===== src/rtl/core/bpfa_pkg.sv =====
// shared types, codes and widths for the bitmap page frame allocator
package bpfa_pkg;

   // field widths
   localparam int CMD_BITS       = 3;
   localparam int ADDR_BITS      = 48;
   localparam int LEN_BITS       = 25;
   localparam int RBYTES_BITS    = 25;
   localparam int BMAP_BITS      = 10;
   localparam int CSR_INDEX_BITS = 2;
   localparam int CSR_DATA_BITS  = 48;
   localparam int REQ_TDATA_BITS = 80;
   localparam int RSP_TDATA_BITS = 56;

   // shared adder width: 48-bit address plus a 25-bit span plus carry room
   localparam int ALU_BITS = 50;

   // map words
   localparam int WORD_BITS  = 64;
   localparam int WORD_SHIFT = 6;

   // parameter defaults
   localparam int PAGE_BYTES_DEFAULT = 4096;
   localparam int MAX_PAGES_DEFAULT  = 4096;

   // command codes
   typedef enum logic [CMD_BITS-1:0] {
      CMD_ALLOC_ANY     = 3'd0,
      CMD_ALLOC_AT      = 3'd1,
      CMD_FREE          = 3'd2,
      CMD_RESERVE_AT    = 3'd3,
      CMD_RESERVE_RANGE = 3'd4
   } cmd_type;

   // configuration register indexes
   typedef enum logic [CSR_INDEX_BITS-1:0] {
      CSR_MAP_PRESENT  = 2'd0,
      CSR_REGION_BASE  = 2'd1,
      CSR_REGION_BYTES = 2'd2,
      CSR_BITMAP_BYTES = 2'd3
   } csr_index_type;

   // configuration as seen by the sequencer
   typedef struct packed {
      logic                   map_present;
      logic [ADDR_BITS-1:0]   region_base;
      logic [RBYTES_BITS-1:0] region_bytes;
      logic [BMAP_BITS-1:0]   bitmap_bytes;
   } cfg_type;

   // one result, ok in the lowest bit
   typedef struct packed {
      logic [ADDR_BITS-1:0] page_address;
      logic                 ok;
   } rsp_type;

   // map port strobes
   typedef struct packed {
      logic rd;
      logic wr;
   } map_cmd_type;

endpackage


===== src/rtl/core/bpfa_alu.sv =====
// shared add / subtract unit used by the sequencer for every address check
module bpfa_alu (
   input  logic [bpfa_pkg::ALU_BITS-1:0] a,
   input  logic [bpfa_pkg::ALU_BITS-1:0] b,
   input  logic                          sub,
   output logic [bpfa_pkg::ALU_BITS-1:0] sum,
   output logic                          carry
);

   logic [bpfa_pkg::ALU_BITS-1:0] b_op;

   // subtract as a plus inverted b plus one; carry set means a >= b
   assign b_op = sub ? ~b : b;
   assign {carry, sum} = {1'b0, a} + {1'b0, b_op} +
                         {{bpfa_pkg::ALU_BITS{1'b0}}, sub};

endmodule


===== config.mk =====
export PLATFORM = sky130hd
export DESIGN_NAME = bpfa_alu
export DESIGN_NICKNAME = d
export VERILOG_FILES = /design/src/rtl/core/bpfa_pkg.sv /design/src/rtl/core/bpfa_alu.sv
export SDC_FILE = /design/constraint.sdc
export NUM_CORES = 1
export LEC_CHECK = 0
export BUFFER_PORTS_ARGS = -buffer_cell sky130_fd_sc_hd__buf_2
export CORE_UTILIZATION = 51
export DETAILED_ROUTE_END_ITERATION = 10
export PLACE_DENSITY = 0.92
export SLEW_MARGIN = 20
export SYNTH_ARGS = -nofsm -noshare
export SYNTH_HDL_FRONTEND = slang
export SYNTH_SLANG_ARGS = --single-unit

===== constraint.sdc =====
create_clock -name vclk -period 5.3
set_input_delay 0.53 -clock vclk [all_inputs]
set_output_delay 0.53 -clock vclk [all_outputs]
set_load 0.02 [all_outputs]

==> results.toml, run 1 <==
[synth]
yosys.area.top_type_share_pct = 19.5
post_synth_instance_area_um2 = 3400
netlist_top_cells_area = "ha_1, xor2_1, a21oi_1"
yosys.area.top_type = "ha_1"
ys_top_cells_by_count = "xor2_1, a21oi_1, ha_1"
synth_most_common_cell = "xor2_1"
ys_seq_area_share_pct = 0
yosys_warnings = 0
post_synth_inst_count = 491
post_synth_num_cell_types = 50
postSynthNetCount = 646
avgSynthCellArea_um2 = 6.92

[clocking]
postCtsSetupRepairBufs = 0
hold_buffers = 0
post_cts_resized = 0

[pwr]
static_leak_uw = 0.00212
fin_total_pwr_uw = 961
p_switching_uw = 601
seq_power_share_pct = 0
sw_frac_of_total_pct = 62.5
worst_ir_drop_vdd_uv = 189
share_comb_of_total_power_pct = 100.0
power.internal_uw = 360
pwr-share-clk_pct = 0
power-per-cell-area_nw_per_um2 = 229

[finish]
finalInstanceArea_um2 = 4200
post_route_cells_drive_above_1_share_pct = 25.3
final_nets = 781
layout.clock_buffers = 0
nFlopsAndLatches = 0
antennaDiodeCount = 0
area_delta_synth_final_pct = 23.6
ff_latch_area_um2 = 0

[worst_setup_path]
worst-endpoint-required_ps = 4770
critical_path.endpoint_type = "output port"
timing.critical_path.buf_inv = 3
timing.critical_path.cells = "buf_2, buf_12, xor2_1, ha_1, a21oi_1, o21ai_0, a2111oi_0, o21ai_0, a211oi_1, o41ai_1, a311oi_1, xnor2_1, buf_2"
setup.worst_path.class = "input pin to output port"
arrival_ps = 3990
timing.critical_path.slowest_stage_cell = "a2111oi_0"
crit_path_max_fo = 50
crit_family = "compound AO/OA/AOI/OAI gates"
worst_setup_path_start_kind = "input pin"
cp-startpoint = "sub"
cpPeakStageDelay_ps = 580

[timing]
timing_max_transition_violations_final = 0
setup-tns-final_ps = 0
report.final.hold_viol_count = 0
layout_min_cycle_time_ps = 4520
timing.fmax_mhz = 221
actual_transition_at_the_worst_max_transition_pin_ps = 765
hold_slack_ps = 1360
portion_of_the_clock_cycle_consumed_by_the_worst_path_in_the_final_layout_pct = 85.3
setup-violations-final = 0
rsz0062_at_grt = "false"
worst_slew_margin_rel_pct = 48.3

[floorplanning]
core_um2 = 6390
die_height_um = 83.6
rows = 29
initial_core_util_pct = 53.2
die_area_um2 = 6990
dieWidth_um = 83.6
floorplan.io_pins = 152

[route]
met1Wirelength_um = 4250
detailroute.via_count = 4170
route.antenna.remaining_nets = 0
viasPerCell = 5.95
initialDrtViolationCount = 225
route.detailed.wl_per_inst_um = 14.7
maxUsedRoutingLayer = "met4"
route.final.wire_length_um = 10300
wl_met2_um = 5040
detail_route.first_pass.iterations = 5
drcViolationCount = 0
routed-wl-met3_um = 763

[hold_path]
holdCritStartpoint = "a[0]"
min-delay-path-class = "input pin to output port"

[place]
place.port_buffers = 152
gpl.final_weighted_congestion = 0.955
detail_placement_hpwl_um = 8790
place_area_um2 = 4200

[grt]
grt_pass1_vias = 3964
number_of_antenna_violations_at_the_first_check_in_global_routing = 0
track_usage_pct = 28.6
maximum_number_of_pins_on_one_net_before_global_route_repair = 51
grt_pass1_wl_um = 17400
global_route.overflow_total = 0

[run]
cap_viol_max_count = 0

[status]
run_status = "finished, final reports clean"
final timing paths:
path | endpoint | slack, ps | cells after the start
setup / recovery | sum[47] | 780 | 13
hold / removal | sum[0] | 1360 | 3
final cells by class:
| type | count | area [µm²] |
|---|---|---|
| Multi-Input combinational cell | 453 | 3250 |
| Fill cell | 561 | 2190 |
| Timing Repair Buffer | 153 | 781 |
| Tap cell | 77 | 96.3 |
| Inverter | 18 | 67.6 |
cell usage in the layout (no fill, tap or decap), drive strengths merged, types with 3 or more instances in the layout:
cell type,count
xor2,65
o31ai,4
o21bai,10
nand2,41
a211oi,8
nand4,9
xnor2,30
nand3,14
a221oi,4
ha,53
or3,3
o21ai,30
buf,153
a21oi,55
a21o,24
and4,3
inv,18
nor2,31
nor4,3
a31oi,13
and3,5
nor2b,4
nor3,14
stage by stage:
stage               utilization (%)  setup slack, ps  instances
floorplan                         -              573        491
global placement               65.7              919        701
detailed placement             65.7              811        701
CTS                            65.7              795        701
global route                   65.7              416        701
finish                         65.7              782        701
power by group through the flow:
stage | Clock, µW | Combinational, µW | Sequential (µW)
2_1_floorplan | 0 | 670 | 0
3_3_place_gp | 0 | 931 | 0
3_5_place_dp | 0 | 946 | 0
4_1_cts | 0 | 951 | 0
5_1_grt | 0 | 1040 | 0
6_report | 0 | 961 | 0
cells by family after synthesis:
| logic type | count (synthesis) | synth area share, % |
|---|---|---|
| xor+xnor | 95 | 24.5 |
| compound gates | 166 | 31.5 |
| buf+inv | 38 | 4.24 |
| fa+ha+maj | 54 | 20.1 |
| simple gates | 137 | 19.3 |
| mux | 1 | 0.332 |
routing by layer:
metal | up-vias | global-route usage [%]
met5 | - | 0
met4 | 0 | 7.09
met3 | 23 | 1.58
met2 | 217 | 54.2
met1 | 1867 | 34.9
li1 | 2063 | -
(Power assumes the default switching activity.)
==> inputs of run 2 (changes only) <==
--- a/config.mk
+++ b/config.mk
@@ -6,10 +6,11 @@
 export NUM_CORES = 1
 export LEC_CHECK = 0
 export BUFFER_PORTS_ARGS = -buffer_cell sky130_fd_sc_hd__buf_2
+export CORE_ASPECT_RATIO = 1.75
 export CORE_UTILIZATION = 51
 export DETAILED_ROUTE_END_ITERATION = 10
 export PLACE_DENSITY = 0.92
-export SLEW_MARGIN = 20
+export SLEW_MARGIN = 10
 export SYNTH_ARGS = -nofsm -noshare
 export SYNTH_HDL_FRONTEND = slang
 export SYNTH_SLANG_ARGS = --single-unit
==> run 2 against run 1 <==
Flip-flop and latch count is the same. Count of clock-buffer cells in the layout is the same. Wire length is 8.3% higher. Critical path depth up 1. Critical path type unchanged. Critical endpoint unchanged. Largest cell class unchanged.
==> results.toml, run 2 (synthesized netlist as in run 1, its figures left out) <==
[status]
run_status = "finished, final reports clean"

[pwr]
worst_ir_drop_vdd_uv = 158
power-per-cell-area_nw_per_um2 = 230
static_leak_uw = 0.00213

[timing]
portion_of_the_clock_cycle_consumed_by_the_worst_path_in_the_final_layout_pct = 91.8
setup-violations-final = 0
layout_min_cycle_time_ps = 4860
timing_max_transition_violations_final = 0
report.final.hold_viol_count = 0
actual_transition_at_the_worst_max_transition_pin_ps = 644
worst_slew_margin_rel_pct = 57.1
rsz0062_at_grt = "false"
timing.fmax_mhz = 206
setup-tns-final_ps = 0

[finish]
fillCellCount = 602
final-instance-count-excl-fill = 709
layout_commonest_cell = "buf_2"
layout_common_cells = "buf_2, xor2_1, a21oi_1"
nFlopsAndLatches = 0
multi_input_area_um2 = 3250
area_delta_synth_final_pct = 24.1
ff_latch_area_um2 = 0
final_nets = 784
antennaDiodeCount = 0
layout.clock_buffers = 0
post_route_cells_drive_above_1_share_pct = 25.7
finalInstanceArea_um2 = 4210

[floorplanning]
core_um2 = 6490
dieWidth_um = 63.7
initial_core_util_pct = 52.3
floorplan.io_pins = 152
die_area_um2 = 7000
die_height_um = 110
rows = 39

[place]
post-place-cells = 709
place_area_um2 = 4210
place.port_buffers = 152
detail_placement_hpwl_um = 9710
gpl.final_weighted_congestion = 0.967

[route]
detailroute.via_count = 4213
route.final.wire_length_um = 11200
drcViolationCount = 0
route.detailed.wl_per_inst_um = 15.7
viasPerCell = 5.94
initialDrtViolationCount = 241
detail_route.first_pass.iterations = 4
route.antenna.remaining_nets = 0

[worst_setup_path]
timing.critical_path.slowest_stage_cell = "a2111oi_0"
setup.worst_path.class = "input pin to output port"
crit_path_max_fo = 20
worst_setup_path_start_kind = "input pin"
arrival_ps = 4330
worst-endpoint-required_ps = 4770
critical_path.endpoint_type = "output port"
cpPeakStageDelay_ps = 520
timing.critical_path.buf_inv = 4
timing.critical_path.cells = "buf_2, buf_4, xor2_1, ha_1, a21oi_1, o21ai_0, a2111oi_0, o21ai_0, a211oi_1, o41ai_1, buf_4, a311oi_1, xnor2_1, buf_2"
crit_family = "compound AO/OA/AOI/OAI gates"

[grt]
global_route.overflow_total = 0
number_of_antenna_violations_at_the_first_check_in_global_routing = 0
grt_pass1_wl_um = 17800
grt_pass1_vias = 4152
maximum_number_of_pins_on_one_net_before_global_route_repair = 21
track_usage_pct = 30.9

[clocking]
postCtsSetupRepairBufs = 0
post_cts_resized = 0
hold_buffers = 0

[hold_path]
min-delay-path-class = "input pin to output port"

[run]
cap_viol_max_count = 0
==> run 2: where the power goes <==
part | switching [µW] | internal, µW
registers | 0 | 0
logic | 608 | 362
clock network | 0 | 0
==> run 2: worst paths after layout <==
kind | startpoint | cells after the start | end | slack (ps)
worst max-delay path | sub | 14 | sum[47] | 440
worst min-delay path | a[0] | 3 | sum[0] | 1370
==> run 2: per-layer routing <==
metal | vias to the layer above | share of wire [%] | wire length, µm | global-route usage, %
li1 | 2075 | - | - | -
met5 | - | 0 | 0 | 0
met4 | 0 | 5.8 | 646 | 17.4
met1 | 1917 | 34 | 3840 | 29.4
met2 | 170 | 56 | 6230 | 63.8
met3 | 51 | 3.9 | 440 | 1.56
==> run 2: cell type report <==
type	instances	area share (%)
multi-input combinational	453	77.2
timing repair buffer	156	18.8
inverter	18	1.60
tap	82	2.44
==> run 2: per-stage QoR <==
| step | setup WS [ps] | power, µW | hold slack, ps | util [%] |
|---|---|---|---|---|
| after floorplan | 573 | 670 | 1180 | - |
| after global placement | 623 | 943 | 1360 | 64.9 |
| after detailed placement | 520 | 957 | 1360 | 64.9 |
| after CTS | 502 | 961 | 1370 | 64.9 |
| after global routing | 129 | 1050 | 1400 | 64.9 |
| final | 435 | 970 | 1370 | 64.9 |
